[src/design/ucjk_pkg.sv]
// Package for the UTF-8 CJK table converter: operation and mode codes, sizes, types.
// No dependencies.
`default_nettype none
package ucjk_pkg;
    localparam int TABLE_DEPTH = 4096;
    localparam int ADDR_W      = $clog2(TABLE_DEPTH);
    localparam int CNT_W       = $clog2(TABLE_DEPTH + 1);
    localparam int QUEUE_DEPTH = 2;

    localparam logic [15:0] CJK_BASE = 16'h3400;

    typedef enum logic [1:0] {
        OP_TEXT  = 2'd0,
        OP_LOAD  = 2'd1,
        OP_CLEAR = 2'd2,
        OP_NONE  = 2'd3
    } op_t;

    typedef enum logic [1:0] {
        MODE_ORIG = 2'd0,
        MODE_T2S  = 2'd1,
        MODE_S2T  = 2'd2,
        MODE_S2T3 = 2'd3
    } mode_t;

    // Work handed from front to back: up to three bytes to emit, optionally a lookup.
    typedef struct packed {
        logic [1:0]  nbytes;     // raw bytes to emit, 0..3
        logic [7:0]  b0;
        logic [7:0]  b1;
        logic [7:0]  b2;
        logic        lookup;     // replace the three bytes on a table hit
        logic        tsel;       // 1: trad_to_simp table
        logic [15:0] cp;
        logic        eot;
    } job_t;

    typedef enum logic [1:0] {
        BK_IDLE,
        BK_SEARCH,
        BK_WAIT,
        BK_EMIT
    } bk_state_t;
endpackage
`default_nettype wire

[src/design/ucjk_queue.sv]
// Short job queue between front and back ends.
// Depends on ucjk_pkg.
`default_nettype none
module ucjk_queue (
    input  wire logic           clk,
    input  wire logic           rst_n,
    input  wire ucjk_pkg::job_t wjob,
    input  wire logic           wvalid,
    output      logic           wready,
    output      ucjk_pkg::job_t rjob,
    output      logic           rvalid,
    input  wire logic           rready
);
    import ucjk_pkg::*;
    localparam int PW = $clog2(QUEUE_DEPTH);

    job_t mem_reg [QUEUE_DEPTH];
    logic [PW-1:0] wp_reg, rp_reg;
    logic [PW:0]   cnt_reg;
    logic          push, pop;

    assign wready = (cnt_reg != (PW+1)'(QUEUE_DEPTH));
    assign rvalid = (cnt_reg != '0);
    assign push = wvalid && wready;
    assign pop = rvalid && rready;
    assign rjob = mem_reg[rp_reg];

    always_ff @(posedge clk)
    begin
        if (push) mem_reg[wp_reg] <= wjob;
    end

    always_ff @(posedge clk or negedge rst_n)
    begin
        if (!rst_n) begin
            wp_reg <= '0;
            rp_reg <= '0;
            cnt_reg <= '0;
        end else begin
            if (push) wp_reg <= wp_reg + 1'b1;
            if (pop) rp_reg <= rp_reg + 1'b1;
            cnt_reg <= cnt_reg + (PW+1)'(push) - (PW+1)'(pop);
        end
    end
endmodule
`default_nettype wire

[config.mk]
export PLATFORM = sky130hd
export DESIGN_NAME = ucjk_queue
export DESIGN_NICKNAME = d
export VERILOG_FILES = /design/src/design/ucjk_pkg.sv /design/src/design/ucjk_queue.sv
export SDC_FILE = /design/constraint.sdc
export NUM_CORES = 1
export LEC_CHECK = 0
export ABC_AREA = 0
export BUFFER_PORTS_ARGS = -buffer_cell sky130_fd_sc_hd__buf_2
export CAP_MARGIN = 10
export CORE_MARGIN = 10
export CORE_UTILIZATION = 40
export DETAILED_ROUTE_END_ITERATION = 10
export SETUP_SLACK_MARGIN = 0.4
export SKIP_CTS_REPAIR_TIMING = 1
export SYNTH_ARGS = -nofsm -noshare
export SYNTH_HDL_FRONTEND = slang
export SYNTH_SLANG_ARGS = --single-unit
[constraint.sdc]
create_clock -name clk -period 3.9 [get_ports clk]
set_clock_uncertainty 0.05 [all_clocks]
set_input_delay 0.585 -clock clk [delete_from_list [all_inputs] [get_ports clk]]
set_output_delay 0.585 -clock clk [all_outputs]
set_load 0.1 [all_outputs]
==> results of run 1 <==
-- worst max-delay path, cell delays in order (launching register included) --
cell     delay [ps]
dfrtp_2         490
buf_4           320
mux2_2          390
buf_2           300
-- layout make-up --
cell class,instances,area [sq um],share of cell area [%]
multi-input combinational,63,634,14.8
clock buffer,9,124,2.89
timing repair buffer,99,508,11.8
tap,105,131,3.06
clock inverter,7,87.6,2.04
sequential,94,2800,65.4
-- stage by stage --
stage / hold slack (ps) / utilization [%] / worst slack [ps] / std cells
2_1_floorplan: 239 / - / 767 / 162
3_3_place_gp: 351 / 48.8 / 1640 / 360
3_5_place_dp: 349 / 48.8 / 1630 / 360
4_1_cts: -27.4 / 51.3 / 1400 / 376
5_1_grt: 355 / 51.4 / 1340 / 377
6_report: 372 / 51.4 / 1420 / 377
-- layer usage --
| layer | vias up | track usage, % |
|---|---|---|
| met2 | 59 | 16.3 |
| met4 | 0 | 3.55 |
| met5 | - | 0 |
| li1 | 843 | - |
| met1 | 857 | 12.2 |
| met3 | 7 | 4.33 |
-- how the worst max path moves through the flow --
stage,start,end,slack [ps],depth (start not counted)
after floorplan,cnt_reg[0],mem_reg[0][0],770,3
after global placement,wvalid,mem_reg[0][39],1640,4
after detailed placement,wvalid,mem_reg[0][5],1630,4
after CTS,rp_reg,rjob[24],1400,3
after global routing,rp_reg,rjob[8],1340,3
final,rp_reg,rjob[8],1420,3
-- Yosys cell counts --
cell type,n
nor2_1,3
buf_6,4
nor2b_1,1
a21bo_1,1
a32oi_1,1
a211oi_1,1
dfrtp_1,4
and3_1,1
buf_4,1
mux2_2,45
xnor2_1,3
nand3_1,1
o21ai_0,1
nand2_1,2
ha_1,1
or2_2,1
nand2b_1,1
edfxtp_1,90
-- cells by family (layout without fill, tap and decap cells) --
kind of cell	after synthesis	in the layout	share of synthesized area [%]
flops	94	94	80.5
mux	45	45	14.6
simple gates	10	10	1.40
buf+inv	5	115	1.51
compound gates	4	4	0.899
xor+xnor	3	3	0.755
fa+ha+maj	1	1	0.359
==> flow_summary.ini, run 1 <==
[grt]
grt_max_degree = 46
grtUsageTotal_pct = 10.2
antenna_found_initial = 0
grt_pass1_vias = 1950
grt_pass1_wl_microns = 10300
globalRouteOverflowTotal = 0

[drt]
drc = 0
drtIter0Drc = 73
wl_met3_microns = 525
met2_length_microns = 3270
antenna_left = 0
via_per_inst = 4.68
dr.max_layer_used = met4
wl_microns = 6640
avgRoutedWirePerCell_microns = 17.6
wl_met1_microns = 2780
via_count = 1766
dr.pass1.iters = 4

[placement]
dpl.hpwl_microns = 4620
io_buffer_count = 95
placed_area_sq_mm = 0.00407
gp_congestion = 0.680

[clock_tree]
cts_max_path_buffers = 2
worstSkewPairLatency_ps = 340
htreeDepth = 3
cts_tree = built
clk_transition_reported_paths_ps = 90
numCtsBuffers = 9
cts_sinks = 94
cts_root_buf = clkbuf_8

[timing]
hold_violations = 0
timing.slew.headroom_pct = 27.5
tns_ps = 0
fmax_ghz = 0.404
fin_crit_sh_pct = 63.5
maxSlewViolCount = 0
rsz0062_at_grt = false
final-setup-viol-count = 0
worstMarginPinSlew_ps = 1090
finalCriticalPeriod_ps = 2480

[floorplan]
ios = 96
dieArea_sq_mm = 0.0128
fp.dieH_microns = 113
row_count = 33
die_x_microns = 113
core_area_sq_mm = 0.00834
start_util_pct = 41.7

[worst_hold_path]
min-delay-start = wjob[16]
whs_endpoint = mem_reg[0][16]
holdPathStages = 1
min_path_type = in -> reg

[logic_synthesis]
postSynthAreaPerCell_sq_um = 21.5
synth-seq-cells = 94
synth_top_area_cell = edfxtp_1
synth_area_leaders = edfxtp_1 (78%), mux2_2 (15%), dfrtp_1 (2.9%), buf_6 (1.3%), xnor2_1 (0.75%)
yosysTopAreaCellShare_pct = 77.6
seq_area_frac_synth_pct = 80.5
syn_inst = 162
syn-num-nets = 212
ys.warnings.count = 0
synth_area_sq_mm = 0.00348
ys_types = 18

[flow_run]
cap_violations = 0

[finish]
area_delta_synth_final_pct = 23.2
layout_commonest_cell = buf_2
stdcell_area_sq_mm = 0.00429
final_nets = 317
final_cell_mix = buf_2 (95), edfxtp_1 (90), mux2_2 (45)
drive_above_1_share_pct = 58.8
num_antenna_cells = 0
nFillCells = 713
largest_reg_flops = 90

[critical_path]
r2r-start = cnt_reg[0]
reg2reg_setup_slack_ps = 1800
startpoint_type = register
cp_max_fo = 19
rr_worst_depth = 4
worstPathRequired_ps = 3260
crit_type = reg -> out
critical_path_arrival_ps = 1840
reg2reg_to = mem_reg[0][35]
critPathCaptureType = output port

[run_status]
outcome = finished, final reports clean
Power of run 1 is not shown: default switching activity piles up to over one toggle a cycle in this logic, so the estimate is an artifact.
==> inputs of run 2 (changes only) <==
--- a/config.mk
+++ b/config.mk
@@ -5,12 +5,13 @@
 export SDC_FILE = /design/constraint.sdc
 export NUM_CORES = 1
 export LEC_CHECK = 0
-export ABC_AREA = 0
+export ABC_AREA = 1
 export BUFFER_PORTS_ARGS = -buffer_cell sky130_fd_sc_hd__buf_2
 export CAP_MARGIN = 10
 export CORE_MARGIN = 10
 export CORE_UTILIZATION = 40
 export DETAILED_ROUTE_END_ITERATION = 10
+export PLACE_DENSITY = 0.66
 export SETUP_SLACK_MARGIN = 0.4
 export SKIP_CTS_REPAIR_TIMING = 1
 export SYNTH_ARGS = -nofsm -noshare
==> constraint.sdc (replaced) <==
create_clock -name clk -period 2.15 [get_ports clk]
set_clock_uncertainty 0.05 [all_clocks]
set_input_delay 0.3225 -clock clk [delete_from_list [all_inputs] [get_ports clk]]
set_output_delay 0.3225 -clock clk [all_outputs]
set_load 0.1 [all_outputs]
==> run 2 against run 1 <==
Net effect:
- via count grew 32%
- sequential share of layout area shrank 14 points
- synthesized cell count grew 64%
- critical path type unchanged
- synthesized area grew 1.0%
- highest routed layer unchanged
- largest cell class unchanged
- design area grew 27%
- worst setup slack lost 1100 ps
- global-route usage grew 1.5 points
- flip-flop and latch count is the same
- utilization grew 12 points
==> flow_summary.ini, run 2 <==
[logic_synthesis]
ys.warnings.count = 0
synth_area_sq_mm = 0.00352
seq_area_frac_synth_pct = 79.7
yosys-top-cells-count = nand2_1 (142), edfxtp_1 (90), inv_1 (7)
yosysMostFrequentCell = nand2_1
synth-seq-cells = 94
synth_top_area_cell = edfxtp_1
synthArstFlopShare_pct = 4.26
syn_inst = 266
synth_area_leaders = edfxtp_1 (77%), nand2_1 (15%), dfrtp_1 (2.8%), buf_6 (1.3%), inv_1 (0.75%)
postSynthAreaPerCell_sq_um = 13.2
synth_edf_count = 90
ys_types = 16
yosysTopAreaCellShare_pct = 76.9
syn-num-nets = 316
synth_top_flop_cell = edfxtp_1

[grt]
grt_pass1_wl_microns = 11900
grt_max_degree = 47
antenna_found_initial = 1
globalRouteOverflowTotal = 0
grt_pass1_vias = 2424
grtUsageTotal_pct = 11.7

[finish]
final_cell_mix = edfxtp_1 (90), nand2_2 (75), nand2_1 (59)
regArea_sq_mm = 0.00281
final_nets = 429
num_antenna_cells = 0
finalNonFillerCells = 492
largest_reg_flops = 90
drive_above_1_share_pct = 56.0
nFillCells = 654
area_delta_synth_final_pct = 55.0
stdcell_area_sq_mm = 0.00545
multiInputGateArea_sq_um = 896
layout_commonest_cell = edfxtp_1

[critical_path]
critical_path_arrival_ps = 1480
worstPathRequired_ps = 1780
endpoint = rjob[1]
crit_start = rp_reg
r2r-start = cnt_reg[1]
reg2reg_setup_slack_ps = 580
crit_type = reg -> out
critPathCaptureType = output port
reg2reg_to = cnt_reg[1]
cp_max_fo = 8
rr_worst_depth = 11
startpoint_type = register

[placement]
dp_cells = 465
placed_area_sq_mm = 0.00491
io_buffer_count = 95
gp_congestion = 0.731
dpl.hpwl_microns = 5330
place_ws_ps = 376

[timing]
hold_violations = 0
final-setup-viol-count = 0
timing.slew.headroom_pct = 75.6
finalCriticalPeriod_ps = 1850
fmax_ghz = 0.540
rsz0062_at_grt = true
maxSlewViolCount = 0
fin_crit_sh_pct = 86.2
fin_ws_ps = 297
worstMarginPinSlew_ps = 366

[clock_tree]
worstSkewPairLatency_ps = 340
cts_sinks = 94
cts_tree = built
cts_max_path_buffers = 2
numCtsBuffers = 9
clk_transition_reported_paths_ps = 90
htreeDepth = 3
cts_root_buf = clkbuf_8

[drt]
via_count = 2336
antenna_left = 0
drc = 0
dr.pass1.iters = 6
via_per_inst = 4.75
drtIter0Drc = 80
wl_microns = 8340
avgRoutedWirePerCell_microns = 17.0

[floorplan]
fp.dieH_microns = 114
dieArea_sq_mm = 0.0129
ios = 96
row_count = 34
die_x_microns = 114
start_util_pct = 40.7
core_area_sq_mm = 0.00864

[flow_run]
cap_violations = 0

[worst_hold_path]
min_path_type = in -> reg

[run_status]
outcome = finished, final reports clean
## run 2: changes by cell type after synthesis, moves of 2 or more
cell | previous run | this run
nand2_1 | 2 | 142
mux2_2 | 45 | 0
inv_1 | 0 | 7
buf_2 | 0 | 4
xnor2_1 | 3 | 0
nand2_2 | 0 | 2
## run 2: area by class of cell
| type | instances | area share [%] |
|---|---|---|
| clock buffer | 10 | 2.34 |
| timing repair inverter | 2 | 0.597 |
| clock inverter | 6 | 0.712 |
| inverter | 8 | 1.03 |
| sequential | 94 | 51.5 |
| multi-input combinational | 155 | 16.4 |
| tap | 108 | 2.48 |
| timing repair buffer | 109 | 24.9 |
## run 2: worst min path at each step
stage               cells past startpoint             end  slack, ps      from
global route                            1  mem_reg[1][12]         90  wjob[12]
CTS                                     1      cnt_reg[0]       -290     rst_n
finish                                  1  mem_reg[1][10]        100  wjob[10]
global placement                        1      cnt_reg[0]         80     rst_n
floorplan                               0      cnt_reg[0]        -20     rst_n
detailed placement                      1      cnt_reg[0]         80     rst_n
## run 2: per-stage QoR
stage                     util [%]  TNS (ps)  hold WS (ps)
after global routing          63.1         0          88.9
after detailed placement      56.9         0          82.6
final                         63.1         0           102
after floorplan                  -         0         -23.1
after CTS                     58.8     -9.41          -295
after global placement        56.9         0          83.0
## run 2: cells by family (layout without fill, tap and decap cells)
logic type / after synthesis / after routing / synth area share, %
XOR/XNOR: 1 / 1 / 0.249
AO/OA/AOI/OAI: 2 / 2 / 0.284
buffers and inverters: 17 / 135 / 2.99
flip-flops: 94 / 94 / 79.7
AND/OR/NAND/NOR: 151 / 151 / 16.4
adder cells (fa/ha/maj): 1 / 1 / 0.356
## run 2: worst max-delay path, cell delays in order (launching register included)
cell	delay, ps
dfrtp_4	510
buf_6	140
clkbuf_16	160
nand2_1	80
nand2_2	70
buf_12	160
## run 2: per-layer routing
layer | wire length (microns) | track usage (%) | vias up
met3 | 637 | 4.36 | 12
met4 | 197 | 5.33 | 0
met1 | 3080 | 12.2 | 1128
li1 | - | - | 1117
met5 | 0 | 0 | -
met2 | 4420 | 20.5 | 79
Power of run 2 is left out for the same reason.
