**src/design/ucjk_pkg.sv**
```systemverilog
// Package for the UTF-8 CJK table converter: operation and mode codes, sizes, types.
// No dependencies.
`default_nettype none
package ucjk_pkg;
    localparam int TABLE_DEPTH = 4096;
    localparam int ADDR_W      = $clog2(TABLE_DEPTH);
    localparam int CNT_W       = $clog2(TABLE_DEPTH + 1);
    localparam int QUEUE_DEPTH = 2;

    localparam logic [15:0] CJK_BASE = 16'h3400;

    typedef enum logic [1:0] {
        OP_TEXT  = 2'd0,
        OP_LOAD  = 2'd1,
        OP_CLEAR = 2'd2,
        OP_NONE  = 2'd3
    } op_t;

    typedef enum logic [1:0] {
        MODE_ORIG = 2'd0,
        MODE_T2S  = 2'd1,
        MODE_S2T  = 2'd2,
        MODE_S2T3 = 2'd3
    } mode_t;

    // Work handed from front to back: up to three bytes to emit, optionally a lookup.
    typedef struct packed {
        logic [1:0]  nbytes;     // raw bytes to emit, 0..3
        logic [7:0]  b0;
        logic [7:0]  b1;
        logic [7:0]  b2;
        logic        lookup;     // replace the three bytes on a table hit
        logic        tsel;       // 1: trad_to_simp table
        logic [15:0] cp;
        logic        eot;
    } job_t;

    typedef enum logic [1:0] {
        BK_IDLE,
        BK_SEARCH,
        BK_WAIT,
        BK_EMIT
    } bk_state_t;
endpackage
`default_nettype wire

```
**src/design/ucjk_if.sv**
```systemverilog
// Valid/ready channel interfaces for the converter's input, output and config ports.
// Depends on nothing.
`default_nettype none
interface ucjk_in_if;
    logic        valid;
    logic        ready;
    logic [1:0]  operation;
    logic        table_select;
    logic [7:0]  text_byte;
    logic        end_of_text;
    logic [15:0] source_code;
    logic [15:0] target_code;
    modport source (output valid, operation, table_select, text_byte, end_of_text,
                    source_code, target_code, input ready);
    modport sink (input valid, operation, table_select, text_byte, end_of_text,
                  source_code, target_code, output ready);
endinterface

`default_nettype wire

```
**src/design/ucjk_front.sv**
```systemverilog
// Front end: accepts items, tracks UTF-8 sequence state, updates table counts, emits jobs.
// Depends on ucjk_pkg.
`default_nettype none
module ucjk_front (
    input  wire logic                 clk,
    input  wire logic                 rst_n,
    ucjk_in_if.sink                   in_ch,
    input  wire logic [1:0]           mode,
    output      ucjk_pkg::job_t       job,
    output      logic                 job_valid,
    input  wire logic                 job_ready,
    input  wire logic                 back_empty,
    output      logic                 wr_en,
    output      logic                 wr_tsel,
    output      logic [ucjk_pkg::ADDR_W-1:0] wr_addr,
    output      logic [31:0]          wr_data,
    output      logic [ucjk_pkg::CNT_W-1:0]  s2t_cnt,
    output      logic [ucjk_pkg::CNT_W-1:0]  t2s_cnt
);
    import ucjk_pkg::*;

    logic [CNT_W-1:0] s2t_cnt_reg, s2t_cnt_next, t2s_cnt_reg, t2s_cnt_next;
    logic [15:0] pend_reg, pend_next;
    logic [1:0]  pcnt_reg, pcnt_next;
    logic [1:0]  skip_reg, skip_next;
    logic        acc;
    job_t        j;
    logic [7:0]  b;
    logic [15:0] cp;

    // table updates wait until no queued job can still search the tables
    assign in_ch.ready = (op_t'(in_ch.operation) == OP_TEXT) ? job_ready : back_empty;
    assign acc = in_ch.valid && in_ch.ready;
    assign b   = in_ch.text_byte;
    assign cp  = {pend_reg[3:0], pend_reg[13:8], b[5:0]};

    always_comb
    begin
        s2t_cnt_next = s2t_cnt_reg;
        t2s_cnt_next = t2s_cnt_reg;
        pend_next = pend_reg;
        pcnt_next = pcnt_reg;
        skip_next = skip_reg;
        wr_en = 1'b0;
        wr_tsel = in_ch.table_select;
        wr_addr = in_ch.table_select ? t2s_cnt_reg[ADDR_W-1:0] : s2t_cnt_reg[ADDR_W-1:0];
        wr_data = {in_ch.source_code, in_ch.target_code};
        j = '0;
        j.eot = in_ch.end_of_text;
        j.cp = cp;
        j.tsel = (mode == MODE_T2S);
        job_valid = 1'b0;
        unique case (op_t'(in_ch.operation))
            OP_LOAD:
            begin
                if (in_ch.table_select) begin
                    if (t2s_cnt_reg < CNT_W'(TABLE_DEPTH)) begin
                        wr_en = acc;
                        t2s_cnt_next = t2s_cnt_reg + 1'b1;
                    end
                end else if (s2t_cnt_reg < CNT_W'(TABLE_DEPTH)) begin
                    wr_en = acc;
                    s2t_cnt_next = s2t_cnt_reg + 1'b1;
                end
            end
            OP_CLEAR:
            begin
                s2t_cnt_next = '0;
                t2s_cnt_next = '0;
            end
            OP_NONE: ;
            OP_TEXT:
            begin
                job_valid = in_ch.valid;
                if (mode_t'(mode) == MODE_ORIG) begin
                    j.nbytes = pcnt_reg + 2'd1;
                    unique case (pcnt_reg)
                        2'd0: j.b0 = b;
                        2'd1: begin j.b0 = pend_reg[7:0]; j.b1 = b; end
                        default: begin j.b0 = pend_reg[7:0]; j.b1 = pend_reg[15:8]; j.b2 = b; end
                    endcase
                    pcnt_next = '0;
                    pend_next = '0;
                    skip_next = '0;
                end else if (skip_reg != 2'd0) begin
                    j.nbytes = 2'd1;
                    j.b0 = b;
                    skip_next = skip_reg - 2'd1;
                end else if (pcnt_reg == 2'd1) begin
                    pend_next = {b, pend_reg[7:0]};
                    pcnt_next = 2'd2;
                end else if (pcnt_reg == 2'd2) begin
                    j.nbytes = 2'd3;
                    j.b0 = pend_reg[7:0];
                    j.b1 = pend_reg[15:8];
                    j.b2 = b;
                    j.lookup = (cp >= CJK_BASE);
                    pcnt_next = '0;
                    pend_next = '0;
                end else if (b < 8'h80) begin
                    j.nbytes = 2'd1; j.b0 = b;
                end else if (b < 8'hE0) begin
                    j.nbytes = 2'd1; j.b0 = b; skip_next = 2'd1;
                end else if (b < 8'hF0) begin
                    pend_next = {8'h00, b}; pcnt_next = 2'd1;
                end else begin
                    j.nbytes = 2'd1; j.b0 = b; skip_next = 2'd3;
                end
                if (in_ch.end_of_text) begin
                    // cut-short sequence flushes raw; it is only held when nothing else emitted
                    if (pcnt_next != 2'd0) begin
                        j.nbytes = pcnt_next;
                        j.b0 = pend_next[7:0];
                        j.b1 = pend_next[15:8];
                    end
                    pcnt_next = '0;
                    pend_next = '0;
                    skip_next = '0;
                end
            end
            default: ;
        endcase
    end

    assign job = j;
    assign s2t_cnt = s2t_cnt_reg;
    assign t2s_cnt = t2s_cnt_reg;

    always_ff @(posedge clk or negedge rst_n)
    begin
        if (!rst_n) begin
            s2t_cnt_reg <= '0;
            t2s_cnt_reg <= '0;
            pend_reg <= '0;
            pcnt_reg <= '0;
            skip_reg <= '0;
        end else if (acc) begin
            s2t_cnt_reg <= s2t_cnt_next;
            t2s_cnt_reg <= t2s_cnt_next;
            pend_reg <= pend_next;
            pcnt_reg <= pcnt_next;
            skip_reg <= skip_next;
        end
    end
endmodule
`default_nettype wire

```
**src/flat_wrapper.sv**
```systemverilog
// flat-port wrapper written by rule: the top's interface ports become plain ports
module ucjk_front_flat import ucjk_pkg::*;
  (clk, rst_n, mode, job, job_valid, job_ready, back_empty, wr_en, wr_tsel, wr_addr, wr_data, s2t_cnt, t2s_cnt, in_ch_valid, in_ch_operation, in_ch_table_select, in_ch_text_byte, in_ch_end_of_text, in_ch_source_code, in_ch_target_code, in_ch_ready);
  ucjk_in_if in_ch_i ();
  input  wire logic clk;
  input  wire logic rst_n;
  input  wire logic [1:0] mode;
  output      ucjk_pkg::job_t job;
  output      logic job_valid;
  input  wire logic job_ready;
  input  wire logic back_empty;
  output      logic wr_en;
  output      logic wr_tsel;
  output      logic [ucjk_pkg::ADDR_W-1:0] wr_addr;
  output      logic [31:0] wr_data;
  output      logic [ucjk_pkg::CNT_W-1:0] s2t_cnt;
  output      logic [ucjk_pkg::CNT_W-1:0] t2s_cnt;
  input wire logic [$bits(in_ch_i.valid)-1:0] in_ch_valid;
  input wire logic [$bits(in_ch_i.operation)-1:0] in_ch_operation;
  input wire logic [$bits(in_ch_i.table_select)-1:0] in_ch_table_select;
  input wire logic [$bits(in_ch_i.text_byte)-1:0] in_ch_text_byte;
  input wire logic [$bits(in_ch_i.end_of_text)-1:0] in_ch_end_of_text;
  input wire logic [$bits(in_ch_i.source_code)-1:0] in_ch_source_code;
  input wire logic [$bits(in_ch_i.target_code)-1:0] in_ch_target_code;
  output wire logic [$bits(in_ch_i.ready)-1:0] in_ch_ready;
  assign in_ch_i.valid = in_ch_valid;
  assign in_ch_i.operation = in_ch_operation;
  assign in_ch_i.table_select = in_ch_table_select;
  assign in_ch_i.text_byte = in_ch_text_byte;
  assign in_ch_i.end_of_text = in_ch_end_of_text;
  assign in_ch_i.source_code = in_ch_source_code;
  assign in_ch_i.target_code = in_ch_target_code;
  assign in_ch_ready = in_ch_i.ready;
  ucjk_front u_core (.clk(clk), .rst_n(rst_n), .in_ch(in_ch_i), .mode(mode), .job(job), .job_valid(job_valid), .job_ready(job_ready), .back_empty(back_empty), .wr_en(wr_en), .wr_tsel(wr_tsel), .wr_addr(wr_addr), .wr_data(wr_data), .s2t_cnt(s2t_cnt), .t2s_cnt(t2s_cnt));
endmodule
```
**config.mk**
```make
export PLATFORM = sky130hd
export DESIGN_NAME = ucjk_front_flat
export DESIGN_NICKNAME = d
export VERILOG_FILES = /design/src/design/ucjk_pkg.sv /design/src/design/ucjk_if.sv /design/src/design/ucjk_front.sv /design/src/flat_wrapper.sv
export SDC_FILE = /design/constraint.sdc
export NUM_CORES = 1
export LEC_CHECK = 0
export BUFFER_PORTS_ARGS = -buffer_cell sky130_fd_sc_hd__buf_2
export CORE_ASPECT_RATIO = 0.7
export CORE_MARGIN = 2
export CORE_UTILIZATION = 50
export DETAILED_ROUTE_END_ITERATION = 6
export PLACE_DENSITY = 0.84
export SYNTH_ARGS = -nofsm -noshare
export SYNTH_HDL_FRONTEND = slang
export SYNTH_SLANG_ARGS = --single-unit
export TNS_END_PERCENT = 10
```
**constraint.sdc**
```tcl
create_clock -name clk -period 3.5 [get_ports clk]
set_input_delay 0.35 -clock clk [delete_from_list [all_inputs] [get_ports clk]]
set_output_delay 0.35 -clock clk [all_outputs]
set_load 0.05 [all_outputs]
```
==> impl_metrics.toml, run 1 <==
[worst_setup_path]
worstReg2RegEnd = "u_core.pend_reg[4]"
crit_path_start_kind = "register"
r2r_slack_ns = 1.13
worst-path-buf-inv = 2
crit_family = "simple AND/OR/NAND/NOR gates"
crit_type = "register to output pin"
regToRegStartpoint = "u_core.pcnt_reg[0]"
cp-end-kind = "output pin"
crit_arrival_ns = 2.93
crit_chain = "inv_1, ha_1, or4b_1, nand3_1, o32ai_4, a221o_1, a21oi_1, buf_2"
cpMaxStageDelayCell = "or4b_1"
required_ns = 3.15
max_stage_delay_ns = 0.55
ff2ff_path_depth = 7
worstPathMaxFanout = 14

[detailed_routing]
drt_iter0_drc = 419
routed_wl_um = 11200
dr_total_vias = 3929
ant_nets = 0
drt-pass1-iter-count = 5
via_per_inst = 6.30
drc = 0
wl_per_cell_um = 18.0

[sta]
setup_viol = 0
fin_crit_sh_pct = 93.7
tightest_slew_ns = 0.699
skew_ns = 0.00616
max_freq_ghz = 0.305
hold_viol = 0
relSlewSlack_pct = 53.1
period_needed_ns = 3.28
tns_ns = 0
drv_slew = 0
rsz0062_at_grt = "no"

[cts]
htreeDepth = 2
cts_root_buf = "clkbuf_8"
clk_latency_ns = 0.30
numCtsBuffers = 5
cts_tree = "yes"
post-cts-setup-buffers = 0
clock_sinks = 46
hold_buffers = 0
cts_buffer_depth = 2
clk_pin_slew_ns = 0.09

[finish]
fin_nets = 584
drive_gt1_share_pct = 28.7
nFillCells = 702
diodes = 0
area_growth_syn_to_layout_pct = 8.68
largest_reg_flops = 16
instances_no_fill = 624

[placed_design]
routabilityCongestion = 0.958
port-buffer-count = 105
hpwl_um = 8380
dp_cells = 616

[pwr]
power_density_nw_per_um2 = 423
p_comb_share_pct = 41.5
power.switching_uw = 827
seq_power_share_pct = 37.9
ir_drop_v = 0.000249
p_int_uw = 953
p_leak_uw = 0.00199
sw_frac_of_total_pct = 46.5
power_frac_clock_pct = 20.6

[floorplanning]
rows = 26
die_w_um = 109
initial_core_util_pct = 52.3
io-pin-count = 170
die_area_um2 = 8480
core_um2 = 7420
die_y_um = 77.7

[yosys]
synth_cell_type_count = 62
synth-main-ff-cell = "dfrtp_1"
ys_warn_count = 0
ys_seq_area_share_pct = 29.7
yosys_register_bits = 46
synth.cell_area_um2 = 3880
syn_nets = 542
synth_edf_count = 0
async_flop_share_pct = 100
synthCells = 483
syn_avg_cell_area_um2 = 8.03

[hold_path]
min_path_type = "input pin to asynchronous set/reset pin"

[global_routing]
overflow = 0
gr-usage-all-layers_pct = 26.9
antenna_found_initial = 0
grt_pass1_vias = 3534
grt_pass1_wl_um = 18200
grt_max_degree = 26

[job]
maxCapViolations = 0

[outcome]
status = "completed"
[cell usage after synthesis (3+ instances only)]
library cell / number / share of area, %
inv_1: 11 / 1.1
mux2_2: 12 / 3.5
o21ai_0: 48 / 6.2
nor2b_1: 3 / 0.48
nand2_1: 48 / 4.6
nor3_1: 6 / 0.77
o31ai_1: 5 / 0.97
xor2_1: 5 / 1.1
nor4_1: 4 / 0.65
or2_2: 3 / 0.48
nand4_1: 11 / 1.8
and3_1: 4 / 0.65
nand3_1: 15 / 1.9
and4_1: 4 / 0.90
clkbuf_1: 18 / 1.7
xnor2_1: 4 / 0.90
a21oi_1: 35 / 4.5
mux2i_1: 9 / 2.3
dfrtp_1: 46 / 30
ha_1: 8 / 2.6
and2_1: 10 / 1.6
o21ai_1: 4 / 0.52
buf_4: 51 / 9.9
a31oi_1: 10 / 1.6
o21a_1: 4 / 0.77
buf_2: 9 / 1.2
a22o_1: 21 / 4.7
nor2_1: 30 / 2.9
[layer usage]
| metal | track usage (%) | part of all wire, % | vias to the layer above |
|---|---|---|---|
| li1 | - | - | 1785 |
| met1 | 41.8 | 45 | 1866 |
| met2 | 38.0 | 42 | 238 |
| met3 | 5.04 | 11 | 40 |
| met4 | 6.84 | 1.8 | 0 |
| met5 | 0 | 0 | - |
[how the worst max path moves through the flow]
stage	start	to	depth (start not counted)	slack, ns
after floorplan	u_core.pcnt_reg[0]	job[18]	5	0.15
after global placement	u_core.pcnt_reg[0]	job[40]	7	0.62
after detailed placement	u_core.pcnt_reg[0]	job[29]	9	0.50
after CTS	u_core.pcnt_reg[0]	job[40]	7	0.13
after global routing	u_core.pcnt_reg[0]	job[41]	8	0.09
final	u_core.pcnt_reg[0]	job[41]	8	0.22
[power by group through the flow]
stage               clock (uW)  combinational (uW)  sequential [uW]
floorplan                    0                 528              788
global placement             0                 715              678
detailed placement           0                 726              680
CTS                        380                 729              670
global route               402                 787              686
finish                     366                 740              675
[layout make-up]
type / instances / area [um^2] / area share [%]
Timing Repair Buffer: 116 / 608 / 14.4
Multi-Input combinational cell: 345 / 2180 / 51.9
Sequential cell: 46 / 1150 / 27.3
Clock buffer: 7 / 96.3 / 2.29
Inverter: 11 / 41.3 / 0.980
Tap cell: 98 / 123 / 2.91
Clock inverter: 1 / 8.76 / 0.208
[cell usage in the layout, fill, tap and decap left out, drive strengths merged, types with 3 or more instances in the layout]
master,n
inv,11
and3,6
o31ai,5
a22o,21
nor2b,3
nand4,12
and4,5
and2,11
dfrtp,46
buf,116
or2,4
xnor2,4
nor4,4
o21a,4
ha,8
clkbuf,7
xor2,5
mux2,13
a31oi,10
nand2,48
nor2,30
o21ai,52
or3,4
mux2i,9
nor3,6
nand3,16
a21oi,35
[stage by stage]
stage	cell area, um^2	power, uW	hold WS (ns)	setup slack [ns]	util, %
global route	4210	1880	0.0485	0.0896	56.8
detailed placement	4090	1410	0.382	0.502	55.2
finish	4210	1780	0.0331	0.221	56.8
floorplan	3880	1320	0.0544	0.154	-
global placement	4090	1390	0.378	0.624	55.2
CTS	4200	1780	0.0474	0.131	56.6
[timing repair]
item,4_1_cts,5_1_grt
hold endpoints to repair,0,0
resized for setup,0,2
endpoints found under the setup margin,0,19
[cell families after synthesis]
group	count (synthesis)	synth area share [%]
AND/OR/NAND/NOR	160	21.6
flip-flops	46	29.7
adder cells (fa/ha/maj)	8	2.58
multiplexers	22	6.20
XOR/XNOR	9	2.03
buffers and inverters	92	14.3
AO/OA/AOI/OAI	146	23.5
Note: power is estimated with default switching activity, not from simulation.
==> run 2: changes to the inputs <==
Settings changed: CELL_PAD_IN_SITES_DETAIL_PLACEMENT from default to 0, CELL_PAD_IN_SITES_GLOBAL_PLACEMENT from default to 2, CORE_UTILIZATION 50 to 28, PLACE_DENSITY 0.84 to 0.86, SLEW_MARGIN from default to 20.
Clock period 3.5 ns to 4 ns, I/O delays scaled along.
==> impl_metrics.toml, run 2 (same netlist as run 1, synthesis figures left out) <==
[outcome]
status = "completed"

[sta]
fin_crit_sh_pct = 84.6
tightest_slew_ns = 1.11
max_freq_ghz = 0.296
setup_viol = 0
rsz0062_at_grt = "no"
period_needed_ns = 3.38
tns_ns = 0
skew_ns = 0.00382
relSlewSlack_pct = 25.7
setup_ws_ns = 0.617
hold_viol = 0
drv_slew = 0

[floorplanning]
die_w_um = 145
die_area_um2 = 14800
core_um2 = 13400
io-pin-count = 170
initial_core_util_pct = 29.0
rows = 35
die_y_um = 102

[worst_setup_path]
crit_chain = "inv_1, ha_1, or4b_1, nand2_1, and3_2, and2_1, buf_2"
r2r_slack_ns = 1.32
max_stage_delay_ns = 0.55
crit_path_start_kind = "register"
crit_family = "simple AND/OR/NAND/NOR gates"
required_ns = 3.60
regToRegStartpoint = "u_core.pcnt_reg[0]"
worstReg2RegEnd = "u_core.pend_reg[4]"
crit_start = "u_core.pcnt_reg[0]"
cp-end-kind = "output pin"
crit_arrival_ns = 2.98
worstPathMaxFanout = 14
cpMaxStageDelayCell = "or4b_1"
ff2ff_path_depth = 8
crit_type = "register to output pin"
worst-path-buf-inv = 2

[pwr]
power_density_nw_per_um2 = 399
ir_drop_v = 0.000194
p_leak_uw = 0.00200

[cts]
clk_pin_slew_ns = 0.07
hold_buffers = 0
ctsResizeCount = 0
cts_tree = "yes"
cts_buffer_depth = 2
cts_root_buf = "clkbuf_16"
clk_latency_ns = 0.29
post-cts-setup-buffers = 0
clock_sinks = 46
numCtsBuffers = 5
htreeDepth = 2

[placed_design]
placed_cell_area_um2 = 4180
hpwl_um = 9270
port-buffer-count = 105
dp_cells = 700
post-place-ws_ns = 0.984
routabilityCongestion = 0.893

[detailed_routing]
drt-pass1-iter-count = 5
routed_wl_um = 12800
dr_total_vias = 3838
drt_iter0_drc = 297
via_per_inst = 5.41
drc = 0
wl_per_cell_um = 18.1
ant_nets = 0

[finish]
diodes = 0
drive_gt1_share_pct = 28.2
nFillCells = 1440
largest_reg_flops = 16
instances_no_fill = 709
area_growth_syn_to_layout_pct = 12.4
design_area_um2 = 4360
final_common_cell = "buf_2"
fin_nets = 582
final_cell_mix = "105 x buf_2, 48 x nand2_1, 48 x o21ai_0"

[global_routing]
overflow = 0
grt_max_degree = 47
antenna_found_initial = 0
grt_pass1_wl_um = 20000
gr-usage-all-layers_pct = 17.3
grt_pass1_vias = 3577

[hold_path]
min_path_type = "input pin to asynchronous set/reset pin"

[job]
maxCapViolations = 0
-- run 2: cell types whose count changed in the layout (fill, tap and decap cells not counted), moves of 2 or more --
cell / delta
buf_4: -3
clkbuf_16: +5
clkbuf_8: -7
clkinvlp_4: +2
-- run 2: worst max-delay path by stage --
stage / endpoint / cells after the start
2_1_floorplan: job[18] / 5
3_3_place_gp: job[41] / 9
3_5_place_dp: job[21] / 7
4_1_cts: job[21] / 7
5_1_grt: job[40] / 7
6_report: job[21] / 7
-- run 2: layout make-up --
type,instances,area [um^2],share of cell area (%)
multi-input combinational,345,2170,49.8
sequential,46,1150,26.4
timing repair buffer,114,593,13.6
tap,185,231,5.31
clock buffer,5,125,2.87
clock inverter,3,45.0,1.03
inverter,11,41.3,0.947
-- run 2: power by group --
group	internal (uW)	leakage, uW	total, uW	switching, uW
sequential	506	0.000631	592	85.6
combinational	166	0.00130	649	483
clock	295	0.0000760	499	204
-- run 2: metrics by stage --
| step | utilization, % | total power (uW) | hold slack [ns] |
|---|---|---|---|
| after global routing | 32.6 | 1830 | 0.279 |
| final | 32.6 | 1740 | 0.200 |
| after detailed placement | 31.3 | 1240 | 0.522 |
| after CTS | 32.6 | 1750 | 0.242 |
| after floorplan | - | 1150 | 0.104 |
| after global placement | 31.3 | 1230 | 0.491 |
-- run 2: worst reg2reg max path, cell delays in order, from the launching register on --
cell and delay [ns]:
dfrtp_1 0.42, inv_1 0.10, ha_1 0.40, or4b_1 0.55, nand2_1 0.42, buf_4 0.22, nor2_1 0.07, a21oi_1 0.30
nor2b_1 0.09
-- run 2: metal layers --
layer	wire length, um	vias to the layer above	track usage [%]
met5	0	-	0
met4	273	0	5.38
met3	775	34	3.00
met2	5340	158	24.0
met1	6460	1875	26.8
li1	-	1771	-
